==> src/rtl/afmod_pkg.sv <==
// ----------------------------------------------------------------------------
// AFSK frame modulator package
// Shared types, codes, constants and the quarter-wave sine table.
// ----------------------------------------------------------------------------
package afmod_pkg;

  localparam int SAMPLES_PER_BIT = 40;
  localparam int SAMPLE_WIDTH    = 16;
  localparam int LUT_ENTRIES     = 65;

  localparam logic [7:0] FLAG_BYTE = 8'h7E;

  localparam logic [15:0] MARK_INCREMENT_RESET  = 16'd1638;
  localparam logic [15:0] SPACE_INCREMENT_RESET = 16'd3004;
  localparam logic [14:0] GAIN_RESET            = 15'd32767;
  localparam logic [15:0] SILENCE_LENGTH_RESET  = 16'd4800;

  typedef enum logic [2:0] {
    OP_TICK       = 3'd0,
    OP_DATA       = 3'd1,
    OP_OPEN_FLAG  = 3'd2,
    OP_CLOSE_FLAG = 3'd3,
    OP_SILENCE    = 3'd4
  } op_e;

  typedef enum logic [1:0] {
    REG_MARK_INCREMENT  = 2'd0,
    REG_SPACE_INCREMENT = 2'd1,
    REG_GAIN            = 2'd2,
    REG_SILENCE_LENGTH  = 2'd3
  } reg_index_e;

  typedef struct packed {
    logic [2:0] operation;
    logic [7:0] data_byte;
  } in_item_t;

  typedef struct packed {
    logic signed [15:0] sample;
    logic               ready_res;
  } out_item_t;

  typedef struct packed {
    logic [7:0] phase_idx;
    logic       active;
    logic       ready_res;
  } tick_t;

  typedef logic [14:0] sine_lut_t [LUT_ENTRIES];

  function automatic logic [14:0] sine_magnitude(input logic [31:0] x);
    logic [31:0] x2;
    logic [31:0] t;
    x2 = (x * x) >> 14;
    t  = (32'd153 * x2) >> 14;
    t  = ((32'd2611 - t) * x2) >> 14;
    t  = ((32'd21167 - t) * x2) >> 14;
    t  = ((32'd51472 - t) * x) >> 14;
    if (t > 32'd32767) begin
      t = 32'd32767;
    end
    return t[14:0];
  endfunction

  function automatic sine_lut_t build_sine_lut();
    sine_lut_t lut;
    for (int j = 0; j < LUT_ENTRIES; j++) begin
      lut[j] = sine_magnitude(32'(j) << 8);
    end
    return lut;
  endfunction

  localparam sine_lut_t SINE_LUT = build_sine_lut();

endpackage

==> src/rtl/afmod_sine_gain.sv <==
// ----------------------------------------------------------------------------
// AFSK sine and gain stage
// Looks up the sine magnitude for a tick, scales it by the gain and holds the
// finished item in the output register.
// ----------------------------------------------------------------------------
module afmod_sine_gain (
  input  logic                clk,
  input  logic                rst,
  input  logic                tick_valid,
  input  afmod_pkg::tick_t    tick,
  output logic                tick_stall,
  input  logic [14:0]         gain,
  output logic                out_valid,
  input  logic                out_stall,
  output afmod_pkg::out_item_t out_item
);

  logic        s1_valid;
  logic [14:0] s1_mag;
  logic        s1_neg;
  logic        s1_ready_res;
  logic        adv1;
  logic        adv2;
  logic [6:0]  lut_idx;
  logic [29:0] product;
  logic [15:0] magnitude;

  assign adv2       = !out_valid || !out_stall;
  assign adv1       = !s1_valid || adv2;
  assign tick_stall = !adv1;

  assign lut_idx   = tick.phase_idx[6] ? (7'd64 - {1'b0, tick.phase_idx[5:0]})
                                       : {1'b0, tick.phase_idx[5:0]};
  assign product   = {15'd0, s1_mag} * {15'd0, gain};
  assign magnitude = {1'b0, product[29:15]};

  always_ff @(posedge clk) begin
    if (rst) begin
      s1_valid <= 1'b0;
    end else if (adv1) begin
      s1_valid <= tick_valid;
    end
    if (adv1 && tick_valid) begin
      s1_mag       <= tick.active ? afmod_pkg::SINE_LUT[lut_idx] : 15'd0;
      s1_neg       <= tick.active && tick.phase_idx[7];
      s1_ready_res <= tick.ready_res;
    end
  end

  always_ff @(posedge clk) begin
    if (rst) begin
      out_valid <= 1'b0;
    end else if (adv2) begin
      out_valid <= s1_valid;
    end
    if (adv2 && s1_valid) begin
      out_item.sample    <= s1_neg ? 16'(16'd0 - magnitude) : magnitude;
      out_item.ready_res <= s1_ready_res;
    end
  end

endmodule

==> src/rtl/ax25_afsk_frame_modulator_unit.sv <==
// ----------------------------------------------------------------------------
// AX.25 AFSK frame modulator
// Serialises loaded bytes with zero stuffing and NRZI coding and turns each
// sample tick into a gained, phase-continuous sine sample.
// ----------------------------------------------------------------------------
// A sample tick's item passes through the table register and then the output
// register to out_item; loads give no item.
// Throughput: one item per cycle while out_stall is low, set by the two-stage table and multiplier path.
// Reset: synchronous; all state but the held sample data clears, the tone starts
// on mark and the registers take their default values.
module ax25_afsk_frame_modulator_unit (
  input  logic                 clk,
  input  logic                 rst,
  input  logic                 in_valid,
  output logic                 in_stall,
  input  afmod_pkg::in_item_t  in_item,
  output logic                 out_valid,
  input  logic                 out_stall,
  output afmod_pkg::out_item_t out_item,
  input  logic                 cfg_valid,
  output logic                 cfg_ready,
  input  logic [1:0]           cfg_index,
  input  logic [15:0]          cfg_data
);

  logic [15:0] mark_increment;
  logic [15:0] space_increment;
  logic [14:0] gain;
  logic [15:0] silence_length;

  logic [7:0]  bit_shifter,       bit_shifter_next;
  logic [3:0]  bits_remaining,    bits_remaining_next;
  logic        is_flag_byte,      is_flag_byte_next;
  logic [2:0]  ones_run,          ones_run_next;
  logic        stuff_pending,     stuff_pending_next;
  logic        tone_is_space,     tone_is_space_next;
  logic [15:0] phase_accumulator, phase_accumulator_next;
  logic [5:0]  samples_in_bit,    samples_in_bit_next;
  logic [15:0] silence_remaining, silence_remaining_next;

  logic             accept;
  logic             idle;
  logic             tx_bit;
  logic             tick_valid;
  logic             tick_stall;
  afmod_pkg::tick_t tick;

  assign cfg_ready = 1'b1;

  always_ff @(posedge clk) begin
    if (rst) begin
      mark_increment  <= afmod_pkg::MARK_INCREMENT_RESET;
      space_increment <= afmod_pkg::SPACE_INCREMENT_RESET;
      gain            <= afmod_pkg::GAIN_RESET;
      silence_length  <= afmod_pkg::SILENCE_LENGTH_RESET;
    end else if (cfg_valid && cfg_ready) begin
      unique case (afmod_pkg::reg_index_e'(cfg_index))
        afmod_pkg::REG_MARK_INCREMENT:  mark_increment  <= cfg_data;
        afmod_pkg::REG_SPACE_INCREMENT: space_increment <= cfg_data;
        afmod_pkg::REG_GAIN:            gain            <= cfg_data[14:0];
        afmod_pkg::REG_SILENCE_LENGTH:  silence_length  <= cfg_data;
        default: ;
      endcase
    end
  end

  assign in_stall = tick_stall;
  assign accept   = in_valid && !in_stall;
  assign idle     = (silence_remaining == 16'd0) && (bits_remaining == 4'd0) &&
                    !stuff_pending && (samples_in_bit == 6'd0);

  always_comb begin
    bit_shifter_next       = bit_shifter;
    bits_remaining_next    = bits_remaining;
    is_flag_byte_next      = is_flag_byte;
    ones_run_next          = ones_run;
    stuff_pending_next     = stuff_pending;
    tone_is_space_next     = tone_is_space;
    phase_accumulator_next = phase_accumulator;
    samples_in_bit_next    = samples_in_bit;
    silence_remaining_next = silence_remaining;
    tick_valid             = 1'b0;
    tick.active            = 1'b0;
    tx_bit                 = 1'b0;
    if (accept) begin
      case (in_item.operation)
        afmod_pkg::OP_TICK: begin
          tick_valid = 1'b1;
          if (silence_remaining != 16'd0) begin
            silence_remaining_next = silence_remaining - 16'd1;
          end else if (!idle) begin
            tick.active = 1'b1;
            if (samples_in_bit == 6'd0) begin
              if (stuff_pending) begin
                tx_bit             = 1'b0;
                stuff_pending_next = 1'b0;
              end else begin
                tx_bit              = bit_shifter[0];
                bit_shifter_next    = {1'b0, bit_shifter[7:1]};
                bits_remaining_next = bits_remaining - 4'd1;
                if (!is_flag_byte) begin
                  if (!tx_bit) begin
                    ones_run_next = 3'd0;
                  end else if (ones_run >= 3'd4) begin
                    ones_run_next      = 3'd0;
                    stuff_pending_next = 1'b1;
                  end else begin
                    ones_run_next = ones_run + 3'd1;
                  end
                end
              end
              if (!tx_bit) begin
                tone_is_space_next = !tone_is_space;
              end
            end
            phase_accumulator_next = phase_accumulator +
                                     (tone_is_space_next ? space_increment : mark_increment);
            if (samples_in_bit == 6'(afmod_pkg::SAMPLES_PER_BIT - 1)) begin
              samples_in_bit_next = 6'd0;
            end else begin
              samples_in_bit_next = samples_in_bit + 6'd1;
            end
          end
        end
        afmod_pkg::OP_DATA: begin
          if (idle) begin
            bit_shifter_next    = in_item.data_byte;
            bits_remaining_next = 4'd8;
            is_flag_byte_next   = 1'b0;
          end
        end
        afmod_pkg::OP_OPEN_FLAG: begin
          if (idle) begin
            bit_shifter_next    = afmod_pkg::FLAG_BYTE;
            bits_remaining_next = 4'd8;
            is_flag_byte_next   = 1'b1;
            ones_run_next       = 3'd0;
          end
        end
        afmod_pkg::OP_CLOSE_FLAG: begin
          if (idle) begin
            bit_shifter_next    = afmod_pkg::FLAG_BYTE;
            bits_remaining_next = 4'd8;
            is_flag_byte_next   = 1'b1;
          end
        end
        afmod_pkg::OP_SILENCE: begin
          if (idle) begin
            silence_remaining_next = silence_length;
          end
        end
        default: ;
      endcase
    end
    tick.phase_idx = phase_accumulator[15:8];
    tick.ready_res = (silence_remaining_next == 16'd0) && (bits_remaining_next == 4'd0) &&
                     !stuff_pending_next && (samples_in_bit_next == 6'd0);
  end

  always_ff @(posedge clk) begin
    if (rst) begin
      bit_shifter       <= 8'd0;
      bits_remaining    <= 4'd0;
      is_flag_byte      <= 1'b0;
      ones_run          <= 3'd0;
      stuff_pending     <= 1'b0;
      tone_is_space     <= 1'b0;
      phase_accumulator <= 16'd0;
      samples_in_bit    <= 6'd0;
      silence_remaining <= 16'd0;
    end else begin
      bit_shifter       <= bit_shifter_next;
      bits_remaining    <= bits_remaining_next;
      is_flag_byte      <= is_flag_byte_next;
      ones_run          <= ones_run_next;
      stuff_pending     <= stuff_pending_next;
      tone_is_space     <= tone_is_space_next;
      phase_accumulator <= phase_accumulator_next;
      samples_in_bit    <= samples_in_bit_next;
      silence_remaining <= silence_remaining_next;
    end
  end

  afmod_sine_gain u_sine_gain (
    .clk        (clk),
    .rst        (rst),
    .tick_valid (tick_valid),
    .tick       (tick),
    .tick_stall (tick_stall),
    .gain       (gain),
    .out_valid  (out_valid),
    .out_stall  (out_stall),
    .out_item   (out_item)
  );

endmodule
==> config.mk <==
export PLATFORM = sky130hd
export DESIGN_NAME = ax25_afsk_frame_modulator_unit
export DESIGN_NICKNAME = d
export VERILOG_FILES = /design/src/rtl/afmod_pkg.sv /design/src/rtl/afmod_sine_gain.sv /design/src/rtl/ax25_afsk_frame_modulator_unit.sv
export SDC_FILE = /design/constraint.sdc
export NUM_CORES = 1
export LEC_CHECK = 0
export BUFFER_PORTS_ARGS = -buffer_cell sky130_fd_sc_hd__buf_2
export CAP_MARGIN = 20
export CELL_PAD_IN_SITES_DETAIL_PLACEMENT = 1
export CELL_PAD_IN_SITES_GLOBAL_PLACEMENT = 1
export CORE_ASPECT_RATIO = 0.75
export CORE_UTILIZATION = 49
export CTS_BUF_LIST = sky130_fd_sc_hd__clkbuf_8
export CTS_CLUSTER_DIAMETER = 200
export CTS_CLUSTER_SIZE = 16
export DETAILED_ROUTE_END_ITERATION = 8
export PLACE_DENSITY = 0.81
export SLEW_MARGIN = 20
export SYNTH_ARGS = -nofsm -noshare
export SYNTH_HDL_FRONTEND = slang
export SYNTH_SLANG_ARGS = --single-unit
==> constraint.sdc <==
create_clock -name clk -period 12.15 [get_ports clk]
set_input_delay 3.645 -clock clk [delete_from_list [all_inputs] [get_ports clk]]
set_output_delay 3.645 -clock clk [all_outputs]
set_load 0.01 [all_outputs]
==> impl_metrics.ini <==
[status]
outcome = finished, final reports clean

[worst_setup_path]
critical_path_arrival_ns = 4.25
critical_path_source_type = input pin
worst-path-buf-inv = 3
critical_path_depth = 4
cp.required_ns = 8.50
crit_path_end_kind = output port
slowest_stage_cell_on_the_critical_path = nand3_1
critical_path.max_stage_delay_ns = 0.24
critPathMaxFanout = 5
worst_setup_path_endpoint = in_stall
crit_type = input pin to output port
crit_chain = buf_2 -> nand3_1 -> inv_1 -> buf_2
timing.critical_path.from = out_stall
critical_path.most_common_cell = buf_2
rrSetupSlack_ns = 4.52
regToRegStartpoint = u_sine_gain.s1_mag[14]$_SDFFCE_PN0P_
worst_path_dominant_cell_family = buffers and inverters
worstReg2RegEnd = u_sine_gain.out_item[10]$_DFFE_PP_
worst-r2r-cell-count = 21

[clock_network]
cts_max_path_buffers = 2
post-cts-setup-buffer-count = 0
clk_transition_reported_paths_ns = 0.08
insertion_delay_ns = 0.50
cts_sinks = 155
ctsHtreeMaxLevel = 4
tritoncts.num_buffers = 17
hold_buffer_count_at_cts = 0
cts-root-buf = clkbuf_8
post_cts_resize_count = 0
tritoncts = done

[finish]
finish.cell_count_without_fillers = 2421
layout-drive-gt1-share_pct = 6.88
postLayoutCellArea_um2 = 17400
area_delta_synth_final_pct = 6.12
num-nets-final = 2295

[global_routing]
global_route.usage.total_pct = 29.7
global_route.overflow_total = 0
grt_max_degree = 89
initial_antenna_violation_count = 1
number_of_global_route_vias_before_repair = 15300
first_pass_grt_wire_length_um = 79600

[yosys]
synthCells = 1982
yosys_register_bits = 155
asyncSetResetFlopFracSynth_pct = 0
yosys.cell_types.count = 80
yosysWarnings = 0
syn-cell-area_um2 = 16400
synthesis.area_per_instance_um2 = 8.26
synth_enable_flop_cells = 34
synth_seq_area_share_pct = 21.0
synthFlopType = dfxtp_1
synthesis.nets = 2311

[route]
routed_wire_length_per_instance_um = 19.9
post-route-drc-count = 0
vias_per_cell = 5.86
detail-route-antenna-nets = 0
first_pass_iters = 5
routed-via-count = 14200
detailed_router_s_first_iteration_violation_count = 969
finalWirelength_um = 48300

[timing]
worst-slew-pin-transition_ns = 0.982
headroom_to_the_max_slew_limit_pct = 34.1
post-route-period-util_pct = 65.0
slew_violations = 0
final_total_negative_setup_slack_ns = 0
achievable-frequency_mhz = 127
rsz0062_at_grt = no
min_hold_slack_ns = 0.460
finalWorstPathRequiredPeriod_ns = 7.89
finalHoldViolations = 0
setup_viol = 0
finClkSkew_ns = 0.0157

[placement]
finalWeightedCongestion = 0.907
placedInstanceArea_um2 = 16900
placed_cells_incl_taps = 2389
buffer_ports.inserted = 52
dp_hpwl_um = 37100

[worst_hold_path]
timing.hold.worst.class = flip-flop to flip-flop

[floorplanning]
die_area_um2 = 34100
num_rows = 57
die_y_extent_um = 160
num_io_pins = 54
coreArea_um2 = 32600
initial_core_util_pct = 50.2
floorplan.die.width_um = 213

[flow_run]
count_of_max_cap_constraint_violations = 0
cells by family after synthesis:
kind of cell | synth area share, %
multiplexers | 1.40
flip-flops | 21.0
other | 0.0229
AO/OA/AOI/OAI | 13.9
adder cells (fa/ha/maj) | 30.2
AND/OR/NAND/NOR | 23.1
buffers and inverters | 7.69
XOR/XNOR | 2.68
how the worst min path moves through the flow:
stage	cells after the start	startpoint	to
2_1_floorplan	0	u_sine_gain.s1_ready_res$_DFFE_PP_	u_sine_gain.out_item[0]$_DFFE_PP_
3_3_place_gp	2	mark_increment[3]$_SDFFE_PP0P_	mark_increment[3]$_SDFFE_PP0P_
3_5_place_dp	2	mark_increment[12]$_SDFFE_PP0P_	mark_increment[12]$_SDFFE_PP0P_
4_1_cts	2	mark_increment[12]$_SDFFE_PP0P_	mark_increment[12]$_SDFFE_PP0P_
5_1_grt	2	phase_accumulator[0]$_SDFFE_PP0P_	phase_accumulator[0]$_SDFFE_PP0P_
6_report	2	mark_increment[15]$_SDFFE_PP0P_	mark_increment[15]$_SDFFE_PP0P_
state kept, by name (all words and copies together), names as in the netlist, 3 cells and up:
name	count
gain	15
bits_remaining	4
samples_in_bit	6
space_increment	16
silence_remaining	16
mark_increment	16
u_sine_gain.out_item	17
phase_accumulator	16
ones_run	3
u_sine_gain.s1_mag	15
silence_length	16
bit_shifter	8
synth_stat cells, drive strengths merged (5+ instances only):
cell | count | share of area, %
o21a | 6 | 0.28
ha | 128 | 9.8
nor2b | 7 | 0.27
and3 | 6 | 0.23
xnor2 | 33 | 1.8
a22oi | 6 | 0.28
nor2 | 101 | 2.4
inv | 232 | 5.3
fa | 167 | 20
nand2 | 325 | 7.5
a21oi | 144 | 4.4
a31oi | 19 | 0.73
nor3b | 6 | 0.31
nand4 | 17 | 0.65
mux2i | 6 | 0.37
nand3b | 41 | 1.9
dfxtp | 121 | 15
a211oi | 14 | 0.64
mux2 | 15 | 1.0
and2 | 140 | 5.4
nor4 | 14 | 0.70
edfxtp | 34 | 6.2
a311oi | 8 | 0.43
o31ai | 14 | 0.64
or4 | 6 | 0.30
nand3 | 33 | 1.1
o21ai | 64 | 2.0
nand2b | 8 | 0.31
o211ai | 9 | 0.41
o21bai | 5 | 0.23
xor2 | 17 | 0.91
o221ai | 5 | 0.27
or3 | 17 | 0.65
o22ai | 12 | 0.46
a21o | 17 | 0.78
clkbuf | 97 | 2.2
a221oi | 7 | 0.37
nor3 | 26 | 0.80
worst reg2reg max path, cell delays in order (launching register included):
cell,delay (ns)
edfxtp_1,0.64
and2_1,0.30
fa_1,0.54
inv_1,0.06
fa_1,0.54
inv_1,0.06
fa_1,0.53
fa_1,0.52
fa_1,0.49
inv_1,0.05
fa_1,0.47
inv_1,0.04
ha_1,0.32
nand4_1,0.15
or3_1,0.38
or4_1,0.48
o211ai_1,0.26
xor2_1,0.23
or3_1,0.41
or3b_1,0.46
o31ai_1,0.33
xor2_1,0.10
per-layer routing:
layer / vias up / share of wire [%] / track usage, %
li1: 6574 / - / -
met1: 7174 / 45 / 39.5
met2: 360 / 47 / 49.4
met3: 67 / 5.4 / 4.98
met4: 0 / 1.8 / 8.08
met5: - / 0 / 0
placed cells by master (no fill, tap or decap), types with 9 or more instances in the layout:
master and n:
buf_4 14, a21oi_1 143, nand2_1 324, nor4_1 11
nor2_1 100, fa_1 167, inv_1 231, nor3_1 26
ha_1 128, o31ai_1 14, o22ai_1 12, dfxtp_1 121
buf_2 51, xor2_1 17, clkbuf_8 17, edfxtp_1 34
o21ai_0 61, o211ai_1 9, xnor2_1 30, nand3b_1 41
a211oi_1 14, nand4_1 17, nand3_1 32, a21o_1 17
and2_1 140, or3_1 17, a31oi_1 19, mux2_2 15
cell type report:
cell class,instances,area (µm²)
multi-input cells,1493,11700
flip-flops and latches,155,3440
inverters,234,878
well taps,442,553
clock inverters,14,185
fillers,3970,15200
diodes,1,2.50
clock buffers,17,234
repair buffers,65,360
stage by stage:
step | utilization, % | worst slack [ns]
2_1_floorplan | - | 4.61
3_3_place_gp | 51.9 | 4.29
3_5_place_dp | 52.0 | 4.28
4_1_cts | 53.2 | 4.27
5_1_grt | 53.3 | 4.13
6_report | 53.3 | 4.26
Power is left out: the tool's default activity adds up to more than one toggle a clock period on the data nets, which glitch-free logic cannot reach.
